File: src/rtl/sqe_pkg.sv
// Shared widths, opcodes, coil table and controller/datapath handshake types.
package sqe_pkg;

  localparam int RX_W        = 8;
  localparam int WORD_W      = 32;
  localparam int MSEL_W      = 3;
  localparam int COIL_W      = 4;
  localparam int DIR_W       = 2;
  localparam int PHASE_W     = 3;
  localparam int STEP_INC_W  = 2;
  localparam int LEFT_W      = 2;
  localparam int SLOT_W      = 2;
  localparam int MAX_WRITES  = 6;

  // request kinds on the input channel
  localparam logic KIND_BYTE = 1'b0;
  localparam logic KIND_TICK = 1'b1;

  // command opcodes (first byte)
  localparam logic [RX_W-1:0] OP_KILL     = 8'd0;
  localparam logic [RX_W-1:0] OP_RESUME   = 8'd1;
  localparam logic [RX_W-1:0] OP_CLEAR    = 8'd2;
  localparam logic [RX_W-1:0] OP_GOTO     = 8'd3;
  localparam logic [RX_W-1:0] OP_FORWARD  = 8'd4;
  localparam logic [RX_W-1:0] OP_REVERSE  = 8'd5;
  localparam logic [RX_W-1:0] OP_TOGETHER = 8'd6;
  localparam logic [RX_W-1:0] OP_OFF      = 8'd7;
  localparam logic [RX_W-1:0] OP_FREEZE   = 8'd8;

  // motor byte of an off command that addresses every motor
  localparam logic [RX_W-1:0] ALL_MOTORS_CODE = 8'd6;

  // step direction codes
  localparam logic signed [DIR_W-1:0] DIR_FWD  = 2'sb01;
  localparam logic signed [DIR_W-1:0] DIR_REV  = 2'sb11;
  localparam logic signed [DIR_W-1:0] DIR_STOP = 2'sb00;

  // initial values
  localparam logic [PHASE_W-1:0]    PHASE_RESET    = 3'd1;
  localparam logic [STEP_INC_W-1:0] STEP_INC_RESET = 2'd1;
  localparam logic [SLOT_W-1:0]     SLOT_FIRST     = 2'd1;

  // half-step coil pattern for a phase, bit0 is coil A
  function automatic logic [COIL_W-1:0] coil_of(input logic [PHASE_W-1:0] ph);
    logic [COIL_W-1:0] c;
    unique case (ph)
      3'd0: c = 4'h1;
      3'd1: c = 4'h5;
      3'd2: c = 4'h4;
      3'd3: c = 4'h6;
      3'd4: c = 4'h2;
      3'd5: c = 4'hA;
      3'd6: c = 4'h8;
      3'd7: c = 4'h9;
      default: c = 4'h0;
    endcase
    return c;
  endfunction

  // what the head entry asks for once it has been read
  typedef enum logic [1:0] {
    EX_STEP,
    EX_OFF_ONE,
    EX_OFF_ALL,
    EX_DISCARD
  } sqe_exec_t;

  // controller to datapath
  typedef struct packed {
    logic take_byte;
    logic read_head;
    logic exec_step;
    logic exec_off_one;
    logic exec_discard;
    logic stop_clr;
    logic stop_load;
  } sqe_cmd_t;

  // datapath to controller
  typedef struct packed {
    logic      kill_byte;
    logic      tick_go;
    sqe_exec_t exec_class;
    logic      out_free;
    logic      stop_last;
  } sqe_stat_t;

endpackage

File: src/rtl/sqe_if.sv
// Valid/ready stream interfaces for the request and result channels.
interface sqe_in_if;
  import sqe_pkg::*;
  logic            valid;
  logic            ready;
  logic            kind;
  logic [RX_W-1:0] rx_byte;

  modport source (output valid, kind, rx_byte, input ready);
  modport sink   (input valid, kind, rx_byte, output ready);
endinterface

interface sqe_out_if;
  import sqe_pkg::*;
  logic                    valid;
  logic                    ready;
  logic [MSEL_W-1:0]       motor_select;
  logic [COIL_W-1:0]       coil_pattern;
  logic signed [DIR_W-1:0] step_direction;
  logic                    last_write;
  logic                    running;
  logic                    overflow;

  modport source (output valid, motor_select, coil_pattern, step_direction, last_write,
                  running, overflow, input ready);
  modport sink   (input valid, motor_select, coil_pattern, step_direction, last_write,
                  running, overflow, output ready);
endinterface

File: src/rtl/sqe_ctrl.sv
// Sequencing state machine: accepts requests and steers the datapath.
module sqe_ctrl (
  input  logic              clk,
  input  logic              rst_n,
  input  logic              in_valid,
  input  logic              in_kind,
  output logic              in_ready,
  input  sqe_pkg::sqe_stat_t stat,
  output sqe_pkg::sqe_cmd_t  cmd
);
  import sqe_pkg::*;

  typedef enum logic [1:0] {
    S_IDLE,
    S_EXEC,
    S_STOP
  } state_t;

  state_t state_r, state_nxt;
  logic   accept;

  assign in_ready = (state_r == S_IDLE);
  assign accept   = in_valid && in_ready;

  // next state and datapath commands
  always_comb begin
    state_nxt = state_r;
    cmd       = '0;
    unique case (state_r)
      S_IDLE: begin
        if (accept) begin
          if (in_kind == KIND_BYTE) begin
            cmd.take_byte = 1'b1;
            if (stat.kill_byte) begin
              cmd.stop_clr = 1'b1;
              state_nxt    = S_STOP;
            end
          end else if (stat.tick_go) begin
            cmd.read_head = 1'b1;
            state_nxt     = S_EXEC;
          end
        end
      end
      S_EXEC: begin
        unique case (stat.exec_class)
          EX_STEP: begin
            if (stat.out_free) begin
              cmd.exec_step = 1'b1;
              state_nxt     = S_IDLE;
            end
          end
          EX_OFF_ONE: begin
            if (stat.out_free) begin
              cmd.exec_off_one = 1'b1;
              state_nxt        = S_IDLE;
            end
          end
          EX_OFF_ALL: begin
            cmd.exec_discard = 1'b1;
            cmd.stop_clr     = 1'b1;
            state_nxt        = S_STOP;
          end
          EX_DISCARD: begin
            cmd.exec_discard = 1'b1;
            state_nxt        = S_IDLE;
          end
          default: state_nxt = S_IDLE;
        endcase
      end
      S_STOP: begin
        if (stat.out_free) begin
          cmd.stop_load = 1'b1;
          if (stat.stop_last) state_nxt = S_IDLE;
        end
      end
      default: state_nxt = S_IDLE;
    endcase
  end

  // state register
  always_ff @(posedge clk) begin
    if (!rst_n) begin
      state_r <= S_IDLE;
    end else begin
      state_r <= state_nxt;
    end
  end

endmodule

File: src/rtl/sqe_datapath.sv
// Command assembly, queue memory, motor phases and the result register.
module sqe_datapath #(
  parameter int QUEUE_DEPTH = 16,
  parameter int MOTOR_COUNT = 6
) (
  input  logic                            clk,
  input  logic                            rst_n,
  input  logic                            cfg_we,
  input  logic [sqe_pkg::STEP_INC_W-1:0]  cfg_data,
  input  logic [sqe_pkg::RX_W-1:0]        rx_byte,
  input  sqe_pkg::sqe_cmd_t               cmd,
  output sqe_pkg::sqe_stat_t              stat,
  output logic                            out_valid,
  input  logic                            out_ready,
  output logic [sqe_pkg::MSEL_W-1:0]      motor_select,
  output logic [sqe_pkg::COIL_W-1:0]      coil_pattern,
  output logic signed [sqe_pkg::DIR_W-1:0] step_direction,
  output logic                            last_write,
  output logic                            running,
  output logic                            overflow
);
  import sqe_pkg::*;

  localparam int PTR_W  = $clog2(QUEUE_DEPTH);
  localparam int FILL_W = $clog2(QUEUE_DEPTH + 1);
  localparam int MW     = (MOTOR_COUNT > 1) ? $clog2(MOTOR_COUNT) : 1;
  localparam int STOP_N = (MOTOR_COUNT < MAX_WRITES) ? MOTOR_COUNT : MAX_WRITES;

  // queue
  logic [WORD_W-1:0] mem [QUEUE_DEPTH];
  logic [PTR_W-1:0]  head_r, tail_r;
  logic [FILL_W-1:0] fill_r;
  logic [WORD_W-1:0] hd_word_r;

  // command assembly and flags
  logic [LEFT_W-1:0]     left_r;
  logic [SLOT_W-1:0]     slot_r;
  logic [WORD_W-1:0]     asm_r;
  logic                  enable_r;
  logic                  drop_r;
  logic [STEP_INC_W-1:0] step_inc_r;
  logic [PHASE_W-1:0]    phase_r [MOTOR_COUNT];
  logic [MSEL_W-1:0]     stop_cnt_r;

  // result register
  logic                    out_valid_r;
  logic [MSEL_W-1:0]       msel_r;
  logic [COIL_W-1:0]       coil_r;
  logic signed [DIR_W-1:0] dir_r;
  logic                    last_r;
  logic                    run_r;
  logic                    ovf_r;

  logic [WORD_W-1:0] asm_new;
  logic              push, do_push, pop;
  logic [RX_W-1:0]   hd_op, hd_motor, cnt_new;
  logic              motor_ok;
  logic [MW-1:0]     midx;
  logic [PHASE_W-1:0] phase_new;
  logic              load;
  logic [PTR_W-1:0]  mem_waddr;
  logic [WORD_W-1:0] mem_wdata;
  sqe_exec_t         exec_cls;

  function automatic logic [PTR_W-1:0] ptr_inc(input logic [PTR_W-1:0] p);
    return (p == PTR_W'(QUEUE_DEPTH - 1)) ? '0 : p + 1'b1;
  endfunction

  // byte goes into its slot; command is complete on the last one
  always_comb begin
    asm_new = asm_r;
    asm_new[slot_r*RX_W +: RX_W] = rx_byte;
  end
  assign push    = cmd.take_byte && (left_r != '0) && (left_r == LEFT_W'(1));
  assign do_push = push && (fill_r < FILL_W'(QUEUE_DEPTH));

  // head entry decode
  assign hd_op     = hd_word_r[RX_W-1:0];
  assign hd_motor  = hd_word_r[2*RX_W-1:RX_W];
  assign cnt_new   = hd_word_r[3*RX_W-1:2*RX_W] - 1'b1;
  assign motor_ok  = (hd_motor < RX_W'(MOTOR_COUNT));
  assign midx      = hd_motor[MW-1:0];
  assign phase_new = (hd_op == OP_FORWARD)
                   ? phase_r[midx] + PHASE_W'(step_inc_r)
                   : phase_r[midx] - PHASE_W'(step_inc_r);

  always_comb begin
    if ((hd_op == OP_FORWARD || hd_op == OP_REVERSE) && motor_ok) begin
      exec_cls = EX_STEP;
    end else if (hd_op == OP_OFF && motor_ok) begin
      exec_cls = EX_OFF_ONE;
    end else if (hd_op == OP_OFF && hd_motor == ALL_MOTORS_CODE) begin
      exec_cls = EX_OFF_ALL;
    end else begin
      exec_cls = EX_DISCARD;
    end
  end

  assign stat.exec_class = exec_cls;
  assign stat.kill_byte  = (left_r == '0) && (rx_byte == OP_KILL);
  assign stat.tick_go    = enable_r && (fill_r != '0);
  assign stat.out_free   = !out_valid_r || out_ready;
  assign stat.stop_last  = (stop_cnt_r == MSEL_W'(STOP_N - 1));

  assign pop  = cmd.exec_discard || cmd.exec_off_one || (cmd.exec_step && cnt_new == '0);
  assign load = cmd.exec_step || cmd.exec_off_one || cmd.stop_load;

  // queue memory: push at tail, count write-back at head
  assign mem_waddr = cmd.exec_step ? head_r : tail_r;
  assign mem_wdata = cmd.exec_step
                   ? {hd_word_r[WORD_W-1:3*RX_W], cnt_new, hd_word_r[2*RX_W-1:0]}
                   : asm_new;

  always_ff @(posedge clk) begin
    if (do_push || cmd.exec_step) mem[mem_waddr] <= mem_wdata;
    if (cmd.read_head) hd_word_r <= mem[head_r];
  end

  // control state
  always_ff @(posedge clk) begin
    if (!rst_n) begin
      head_r      <= '0;
      tail_r      <= '0;
      fill_r      <= '0;
      left_r      <= '0;
      slot_r      <= SLOT_FIRST;
      asm_r       <= '0;
      enable_r    <= 1'b1;
      drop_r      <= 1'b0;
      step_inc_r  <= STEP_INC_RESET;
      stop_cnt_r  <= '0;
      out_valid_r <= 1'b0;
      for (int m = 0; m < MOTOR_COUNT; m++) phase_r[m] <= PHASE_RESET;
    end else begin
      if (cfg_we) step_inc_r <= cfg_data;

      // serial byte handling
      if (cmd.take_byte) begin
        if (left_r != '0) begin
          asm_r  <= asm_new;
          slot_r <= slot_r + 1'b1;
          left_r <= left_r - 1'b1;
          if (push && !do_push) drop_r <= 1'b1;
        end else begin
          slot_r <= SLOT_FIRST;
          unique case (rx_byte)
            OP_KILL:   enable_r <= 1'b0;
            OP_RESUME: enable_r <= 1'b1;
            OP_CLEAR: begin
              head_r <= '0;
              tail_r <= '0;
              fill_r <= '0;
            end
            OP_GOTO: begin
              left_r <= LEFT_W'(3);
              asm_r  <= WORD_W'(rx_byte);
            end
            OP_FORWARD, OP_REVERSE: begin
              left_r <= LEFT_W'(2);
              asm_r  <= WORD_W'(rx_byte);
            end
            OP_TOGETHER, OP_OFF: begin
              left_r <= LEFT_W'(1);
              asm_r  <= WORD_W'(rx_byte);
            end
            default: ;
          endcase
        end
      end

      // queue pointers
      if (do_push) begin
        tail_r <= ptr_inc(tail_r);
        fill_r <= fill_r + 1'b1;
      end
      if (pop) begin
        head_r <= ptr_inc(head_r);
        fill_r <= fill_r - 1'b1;
      end

      // head execution
      if (cmd.exec_step) phase_r[midx] <= phase_new;
      if (cmd.exec_discard && hd_op == OP_FREEZE) enable_r <= 1'b0;

      // stop-all sweep counter
      if (cmd.stop_clr) begin
        stop_cnt_r <= '0;
      end else if (cmd.stop_load) begin
        stop_cnt_r <= stop_cnt_r + 1'b1;
      end

      // result handshake and pending overflow
      if (load) begin
        out_valid_r <= 1'b1;
        drop_r      <= 1'b0;
      end else if (out_ready) begin
        out_valid_r <= 1'b0;
      end
    end
  end

  // result payload
  always_ff @(posedge clk) begin
    if (load) begin
      run_r <= enable_r;
      ovf_r <= drop_r;
      if (cmd.exec_step) begin
        msel_r <= hd_motor[MSEL_W-1:0];
        coil_r <= coil_of(phase_new);
        dir_r  <= (hd_op == OP_FORWARD) ? DIR_FWD : DIR_REV;
        last_r <= 1'b1;
      end else if (cmd.exec_off_one) begin
        msel_r <= hd_motor[MSEL_W-1:0];
        coil_r <= '0;
        dir_r  <= DIR_STOP;
        last_r <= 1'b1;
      end else begin
        msel_r <= stop_cnt_r;
        coil_r <= '0;
        dir_r  <= DIR_STOP;
        last_r <= stat.stop_last;
      end
    end
  end

  assign out_valid      = out_valid_r;
  assign motor_select   = msel_r;
  assign coil_pattern   = coil_r;
  assign step_direction = dir_r;
  assign last_write     = last_r;
  assign running        = run_r;
  assign overflow       = ovf_r;

endmodule

File: src/rtl/stepper_command_queue_executor.sv
// Stepper command queue executor: serial command FIFO driving unipolar motor coils.
// Serial byte: no result unless a kill byte; a byte may follow every cycle while idle.
// Tick request: if enabled and the queue holds an entry, the head entry is read into a
//   register at accept, executed once the output is free, and its result is registered.
// Kill byte, off-all entry: N stop results, one per cycle while output is free (N <= 6).
// Reset: synchronous, active low; queue empty, phases 1, execution enabled, no clearing pass.
module stepper_command_queue_executor #(
  parameter int QUEUE_DEPTH = 16,
  parameter int MOTOR_COUNT = 6
) (
  input  logic                           clk,
  input  logic                           rst_n,
  sqe_in_if.sink                         in_if,
  sqe_out_if.source                      out_if,
  input  logic                           cfg_we,
  input  logic [sqe_pkg::STEP_INC_W-1:0] cfg_data
);
  import sqe_pkg::*;

  sqe_cmd_t  cmd;
  sqe_stat_t stat;

  sqe_ctrl u_ctrl (
    .clk      (clk),
    .rst_n    (rst_n),
    .in_valid (in_if.valid),
    .in_kind  (in_if.kind),
    .in_ready (in_if.ready),
    .stat     (stat),
    .cmd      (cmd)
  );

  sqe_datapath #(
    .QUEUE_DEPTH (QUEUE_DEPTH),
    .MOTOR_COUNT (MOTOR_COUNT)
  ) u_datapath (
    .clk            (clk),
    .rst_n          (rst_n),
    .cfg_we         (cfg_we),
    .cfg_data       (cfg_data),
    .rx_byte        (in_if.rx_byte),
    .cmd            (cmd),
    .stat           (stat),
    .out_valid      (out_if.valid),
    .out_ready      (out_if.ready),
    .motor_select   (out_if.motor_select),
    .coil_pattern   (out_if.coil_pattern),
    .step_direction (out_if.step_direction),
    .last_write     (out_if.last_write),
    .running        (out_if.running),
    .overflow       (out_if.overflow)
  );

endmodule
File: src/flat_wrapper.sv
// flat-port wrapper written by rule: the top's interface ports become plain ports
module stepper_command_queue_executor_flat import sqe_pkg::*;
#(
  parameter int QUEUE_DEPTH = 16,
  parameter int MOTOR_COUNT = 6
)
  (clk, rst_n, cfg_we, cfg_data, in_if_valid, in_if_kind, in_if_rx_byte, in_if_ready, out_if_valid, out_if_motor_select, out_if_coil_pattern, out_if_step_direction, out_if_last_write, out_if_running, out_if_overflow, out_if_ready);
  sqe_in_if in_if_i ();
  sqe_out_if out_if_i ();
  input  logic clk;
  input  logic rst_n;
  input  logic cfg_we;
  input  logic [sqe_pkg::STEP_INC_W-1:0] cfg_data;
  input wire logic [$bits(in_if_i.valid)-1:0] in_if_valid;
  input wire logic [$bits(in_if_i.kind)-1:0] in_if_kind;
  input wire logic [$bits(in_if_i.rx_byte)-1:0] in_if_rx_byte;
  output wire logic [$bits(in_if_i.ready)-1:0] in_if_ready;
  output wire logic [$bits(out_if_i.valid)-1:0] out_if_valid;
  output wire logic [$bits(out_if_i.motor_select)-1:0] out_if_motor_select;
  output wire logic [$bits(out_if_i.coil_pattern)-1:0] out_if_coil_pattern;
  output wire logic [$bits(out_if_i.step_direction)-1:0] out_if_step_direction;
  output wire logic [$bits(out_if_i.last_write)-1:0] out_if_last_write;
  output wire logic [$bits(out_if_i.running)-1:0] out_if_running;
  output wire logic [$bits(out_if_i.overflow)-1:0] out_if_overflow;
  input wire logic [$bits(out_if_i.ready)-1:0] out_if_ready;
  assign in_if_i.valid = in_if_valid;
  assign in_if_i.kind = in_if_kind;
  assign in_if_i.rx_byte = in_if_rx_byte;
  assign in_if_ready = in_if_i.ready;
  assign out_if_valid = out_if_i.valid;
  assign out_if_motor_select = out_if_i.motor_select;
  assign out_if_coil_pattern = out_if_i.coil_pattern;
  assign out_if_step_direction = out_if_i.step_direction;
  assign out_if_last_write = out_if_i.last_write;
  assign out_if_running = out_if_i.running;
  assign out_if_overflow = out_if_i.overflow;
  assign out_if_i.ready = out_if_ready;
  stepper_command_queue_executor #(.QUEUE_DEPTH(QUEUE_DEPTH), .MOTOR_COUNT(MOTOR_COUNT)) u_core (.clk(clk), .rst_n(rst_n), .in_if(in_if_i), .out_if(out_if_i), .cfg_we(cfg_we), .cfg_data(cfg_data));
endmodule
File: config.mk
export PLATFORM = sky130hd
export DESIGN_NAME = stepper_command_queue_executor_flat
export DESIGN_NICKNAME = d
export VERILOG_FILES = /design/src/rtl/sqe_pkg.sv /design/src/rtl/sqe_if.sv /design/src/rtl/sqe_ctrl.sv /design/src/rtl/sqe_datapath.sv /design/src/rtl/stepper_command_queue_executor.sv /design/src/flat_wrapper.sv
export SDC_FILE = /design/constraint.sdc
export NUM_CORES = 1
export LEC_CHECK = 0
export BUFFER_PORTS_ARGS = -buffer_cell sky130_fd_sc_hd__clkbuf_2
export CAP_MARGIN = 10
export CORE_UTILIZATION = 40
export CTS_BUF_LIST = sky130_fd_sc_hd__clkbuf_2
export CTS_CLUSTER_DIAMETER = 150
export CTS_CLUSTER_SIZE = 8
export DETAILED_ROUTE_END_ITERATION = 16
export GPL_TIMING_DRIVEN = 0
export SYNTH_ARGS = -nofsm -noshare
export SYNTH_HDL_FRONTEND = slang
export SYNTH_SLANG_ARGS = --single-unit
File: constraint.sdc
create_clock -name clk -period 4.9 [get_ports clk]
set_clock_uncertainty 0.1 [all_clocks]
set_input_delay 1.47 -clock clk [delete_from_list [all_inputs] [get_ports clk]]
set_output_delay 1.47 -clock clk [all_outputs]
set_load 0.005 [all_outputs]
; After elaboration in Yosys (flattened, before gate mapping)
; Memory sizes are Yosys's and may differ from the RTL's. A register that Yosys moved wholly into a read port is not among the register bits.
; Index checks and enable logic that the tools add are counted.
[word_totals]
reg_bits = 67
latch_bits = 0
ram_bits = 530
romBits = 32
input_bits = 16
out_inout_bits = 14
memories = 3
[classes]
addsub = 11
multipliers = 0
div_mod_pow = 0
magnitude_cmp = 2
eq_ne = 31
shift = 2
muxes = 67
bitwise = 1
n_reduce_logical = 57
[mem_list]
columns = memory, words, width, rd, rd_ports_with_merged_regs, wr, line
row1 = u_core.u_datapath.mem, 16, 32, 1, 1, 1, sqe_datapath.sv:30  ; logic [WORD_W-1:0] mem [QUEUE_DEPTH];
row2 = (name not given), 8, 4, 1, 1, 0, sqe_pkg.sv:46  ; unique case (ph)
row3 = u_core.u_datapath.phase_r, 6, 3, 1, 0, 6, sqe_datapath.sv:42  ; logic [PHASE_W-1:0] phase_r [MOTOR_COUNT];
[ops]
columns = operator, count
row1 = $mux 32, 3
row2 = $eq 8x3->1 const B, 8
row3 = $neg 5->34, 1
row4 = $shift 8x34->32 const A, 1
row5 = $shiftx 8x34->32, 1
row6 = $bwmux 32, 1
row7 = $mux 4, 8
row8 = $mux 2, 14
row9 = $mux 1, 25
row10 = $mux 5, 5
row11 = $mux 3, 6
row12 = $pmux 2 s3, 3
row13 = $eq 8x2->1 const B, 2
row14 = $logic_not 8->1, 2
row15 = $reduce_bool 2->1, 8
row16 = $reduce_and 3->1, 5
row17 = $reduce_or 2->1, 7
row18 = $logic_and 1x1->1, 12
row19 = $ne 3x2->1 const B, 3
row20 = $reduce_bool 3->1, 3
row21 = $add 4x1->4 const B, 2
row22 = $eq 4x4->1 const B, 2
row23 = $eq 8x1->1 const B, 1
row24 = $eq 8x4->1 const B, 1
row25 = 27 further kinds, 47

; Logic depth before layout (Yosys ltp)
[depth]
word_depth = 14
depth_mapped = 10

; Hierarchy
; A second synthesis with hierarchy kept.
[unflattened]
hier_cells = 1124
hier_area_um2 = 20115.5
[by_module_without_submodules]
columns = mod, instances, cells_each, area_per_inst_um2
row1 = sqe_datapath, 1, 1105, 19940.4
row2 = sqe_ctrl, 1, 19, 175.2

; Worst setup path after synthesis
; No wires, ideal clock.
[synth_path]
kind = input port to flip-flop
from = in in_if_kind
to = mem u_core.u_datapath.mem[2][0], enable pin
setup_ps = 405
arrival_time_ps = 4009
required_time_ps = 4395
setup_slack_ps = 386
stages = 7
cell_sequence = or4b_1 -> clkbuf_1 -> or3_1 -> buf_2 -> nor4b_1 -> a21oi_1 -> nor2_1
[synth_between]
elab_chain_len = 9
[synth_rtl]
columns = element, line
row1 = start: declaration, flat_wrapper.sv:15  ; input wire logic [$bits(in_if_i.kind)-1:0] in_if_kind;
row2 = $mux 1, sqe_ctrl.sv:32  ; if (in_kind == KIND_BYTE) begin
row3 = $mux 2, sqe_ctrl.sv:31  ; if (accept) begin
row4 = $mux 2, sqe_ctrl.sv:29  ; unique case (state_r)
row5 = $logic_and 1x1->1 (2 in series), sqe_datapath.sv:74  ; assign push = cmd.take_byte && (left_r != '0) && (left_r == LEFT_W'(1));
row6 = $logic_and 1x1->1, sqe_datapath.sv:75  ; assign do_push = push && (fill_r < FILL_W'(QUEUE_DEPTH));
row7 = $logic_or 1x1->1, sqe_datapath.sv:115  ; if (do_push || cmd.exec_step) mem[mem_waddr] <= mem_wdata;
row8 = $mux 1, sqe_datapath.sv:115
row9 = $mux 1 (implied by the code), sqe_datapath.sv:115
row10 = end: declaration, sqe_datapath.sv:30
; Every way passes these cells.

; Final worst setup path
[layout_path]
from = reg u_core.u_datapath.hd_word_r[15], read port of u_core.u_datapath.mem
to = mem u_core.u_datapath.mem[8][8], enable pin
[layout_between]
elab_chain_len = 11
[layout_rtl]
columns = element, line
row1 = start: declaration, sqe_datapath.sv:33  ; logic [WORD_W-1:0] hd_word_r;
row2 = branches (longest 4 deep; another with $lt 8x3->1), --
row3 = $mux 2 *, sqe_datapath.sv:88  ; if ((hd_op == OP_FORWARD || hd_op == OP_REVERSE) && motor_ok) begin
row4 = $logic_not 2->1 *, sqe_ctrl.sv:45  ; unique case (stat.exec_class)
row5 = $mux 1 *, sqe_ctrl.sv:45
row6 = $mux 3 *, sqe_ctrl.sv:29
row7 = $logic_or 1x1->1, sqe_datapath.sv:115
row8 = $mux 1, sqe_datapath.sv:115
row9 = $mux 1 (implied by the code), sqe_datapath.sv:115
; Every way passes the cells marked *.

==> results.toml <==
[status]
status = "finished, final reports clean"

[layout]
drive_above_1_share = 0.257
utilization = 0.452
final_cell_count_no_fill = 1950
nets = 1283
fillCellCount = 4307
syn2layout_area_growth_pct = 10.5
fin_area_um2 = 22300

[sta]
tightest_slew_ns = 1.18
finalWorstSetupSlack_ns = 0.545
rsz0062_at_grt = "false"
whs_ns = 0.364
slew_viol_final = 0
slew-limit-headroom = 0.202
setup_viol = 0
tns_ns = 0
max_freq_mhz = 230
hold_viol_final = 0
period_share = 0.889
layout_min_cycle_time_ns = 4.36

[setup_path]
cp.arrival_ns = 4.97
crit_type = "reg2reg"
crit_required_ns = 5.52
setup.worst_path.end_class = "register"
cp-start-kind = "register"
worst-path-max-fanout = 14

[clock_network]
postCtsSetupBuffers = 0
cts_tree = "built"
hold_buffers = 0
cts.sink_count = 495
cts_root_buf = "clkbuf_2"
clk_pin_slew_ns = 0.17
clk_latency_ns = 1.03
numCtsBuffers = 71
h-tree-depth = 3
postCtsResizedCells = 0
clk_path_buf_depth = 3

[synth]
netlist.area_leader.share = 0.662
synth-seq-cells = 495
ys_seq_area_frac = 0.713
async_flop_share = 0
yosysWarnings = 0
synth_flop_cell = "edfxtp_1"
syn_avg_cell_area_um2 = 17.9
synth_area_leaders = "edfxtp_1 (66%), mux4_2 (14%), dfxtp_1 (5.1%)"
netlist_top_cells_count = "edfxtp_1 (444), mux4_2 (126), nor2_1 (105), dfxtp_1 (51), clkbuf_1 (43)"
synthDistinctLibCells = 70
yosys.area.top_type = "edfxtp_1"
synth-edff-count = 444
yosysMostFrequentCell = "edfxtp_1"
netlist_instances = 1126
syn-cell-area_um2 = 20100

[job]
drv_cap = 0

[place]
placed_area_um2 = 21700
hpwl_um = 31200
placed_cells = 1840
place_congestion = 0.867
dp_slack_ns = 0.170
io_buffers = 27

[floorplan]
start_util = 0.409
fp.dieH_um = 226
die-width_um = 226
ios = 30
dieArea_um2 = 51200
row_count = 81
core_area_um2 = 49300

[power_and_ir_drop]
power.density_nw_per_um2 = 317
power.total_mw = 7.06
ir_worst_vdd_mv = 0.115
p_leak_nw = 6.75

[route]
first_pass_iters = 6
wl_um = 49100
viasPerCell = 5.75
drcViolationCount = 0
vias = 11200
postRouteAntennaNets = 0
wl_per_cell_um = 25.2
drtIter0Drc = 1231

[grt]
antenna_found_initial = 1
grt_pass1_vias = 11400
grt_first_pass_wirelength_um = 73200
grt_usage = 0.200
overflow = 0
grt_max_degree = 21

[min_path]
min_path_type = "reg2reg"
[cells by family (layout without fill, tap and decap cells)]
group / after synthesis / after routing / synth area share
fa+ha+maj: 16 / 16 / 0.0103
xor+xnor: 11 / 11 / 0.00478
simple gates: 234 / 234 / 0.0594
flops: 495 / 495 / 0.713
compound gates: 150 / 150 / 0.0493
mux: 136 / 136 / 0.146
buf+inv: 83 / 237 / 0.0168
other cells: 1 / 7 / 0.000186
[sequential cells by signal (all words and copies together), names as in the netlist, 3 cells and up]
register and count:
u_core.u_datapath.mem 384, u_core.u_datapath.head_r 4, u_core.u_datapath.hd_word_r 24, u_core.u_datapath.motor_select 3, u_core.u_datapath.phase_r 24, u_core.u_datapath.tail_r 4, u_core.u_datapath.asm_r 24, u_core.u_datapath.coil_pattern 4
u_core.u_datapath.stop_cnt_r 3, u_core.u_datapath.fill_r 5
[worst paths after layout]
check / from / to / slack [ns] / depth (start not counted)
max: u_core.u_datapath.hd_word_r[15] / u_core.u_datapath.mem[8][8] / 0.54 / 8
min: u_core.u_datapath.drop_r / u_core.u_datapath.overflow / 0.36 / 0
max reg2reg: u_core.u_datapath.hd_word_r[15] / u_core.u_datapath.mem[8][8] / 0.54 / 8
min reg2reg: u_core.u_datapath.drop_r / u_core.u_datapath.overflow / 0.36 / 0
[critical path, cell delays in order, from the launching register on]
cell,delay (ns)
edfxtp_1,0.43
nor3_1,0.72
nand4_1,0.40
nor4_1,0.65
buf_2,0.35
nor3b_1,0.07
a31oi_1,0.79
nor2_4,0.32
buf_16,0.27
[cell type report]
class                      count  area [µm²]  share of cell area
sequential                   495       14400               0.645
multi-input combinational    553        5620               0.253
tap                          664         831              0.0373
timing repair buffer          47         569              0.0256
clock buffer                 107         536              0.0241
buffer                        61         255              0.0115
inverter                      22        82.6             0.00371
antenna                        1        2.50            0.000112
[routing by layer]
layer  up-vias  global-route usage  wire, µm
met3        85              0.0389      3530
li1       4810                   -         -
met2       459               0.310     22800
met4         0              0.0763      1390
met1      5851               0.279     21400
met5         -                   0         0
[report_power, final]
group | internal [mW] | leakage [nW] | switching (mW)
registers | 4.60 | 4.33 | 0.0410
clock network | 0.554 | 0.444 | 1.39
logic | 0.192 | 1.98 | 0.281
[layout by cell type (no fill, tap or decap), types with 10 or more instances in the layout]
| cell | count |
|---|---|
| ha_1 | 15 |
| nand3_1 | 14 |
| edfxtp_1 | 444 |
| nand2_1 | 26 |
| a21oi_1 | 34 |
| dfxtp_1 | 51 |
| or3_1 | 10 |
| clkbuf_2 | 135 |
| a22oi_1 | 32 |
| inv_1 | 18 |
| nor2b_1 | 13 |
| a31oi_1 | 10 |
| buf_2 | 11 |
| nor2_4 | 12 |
| o21ai_0 | 19 |
| mux4_2 | 126 |
| nor2_1 | 93 |
| clkbuf_1 | 43 |
Note: power is estimated with default switching activity, not from simulation.
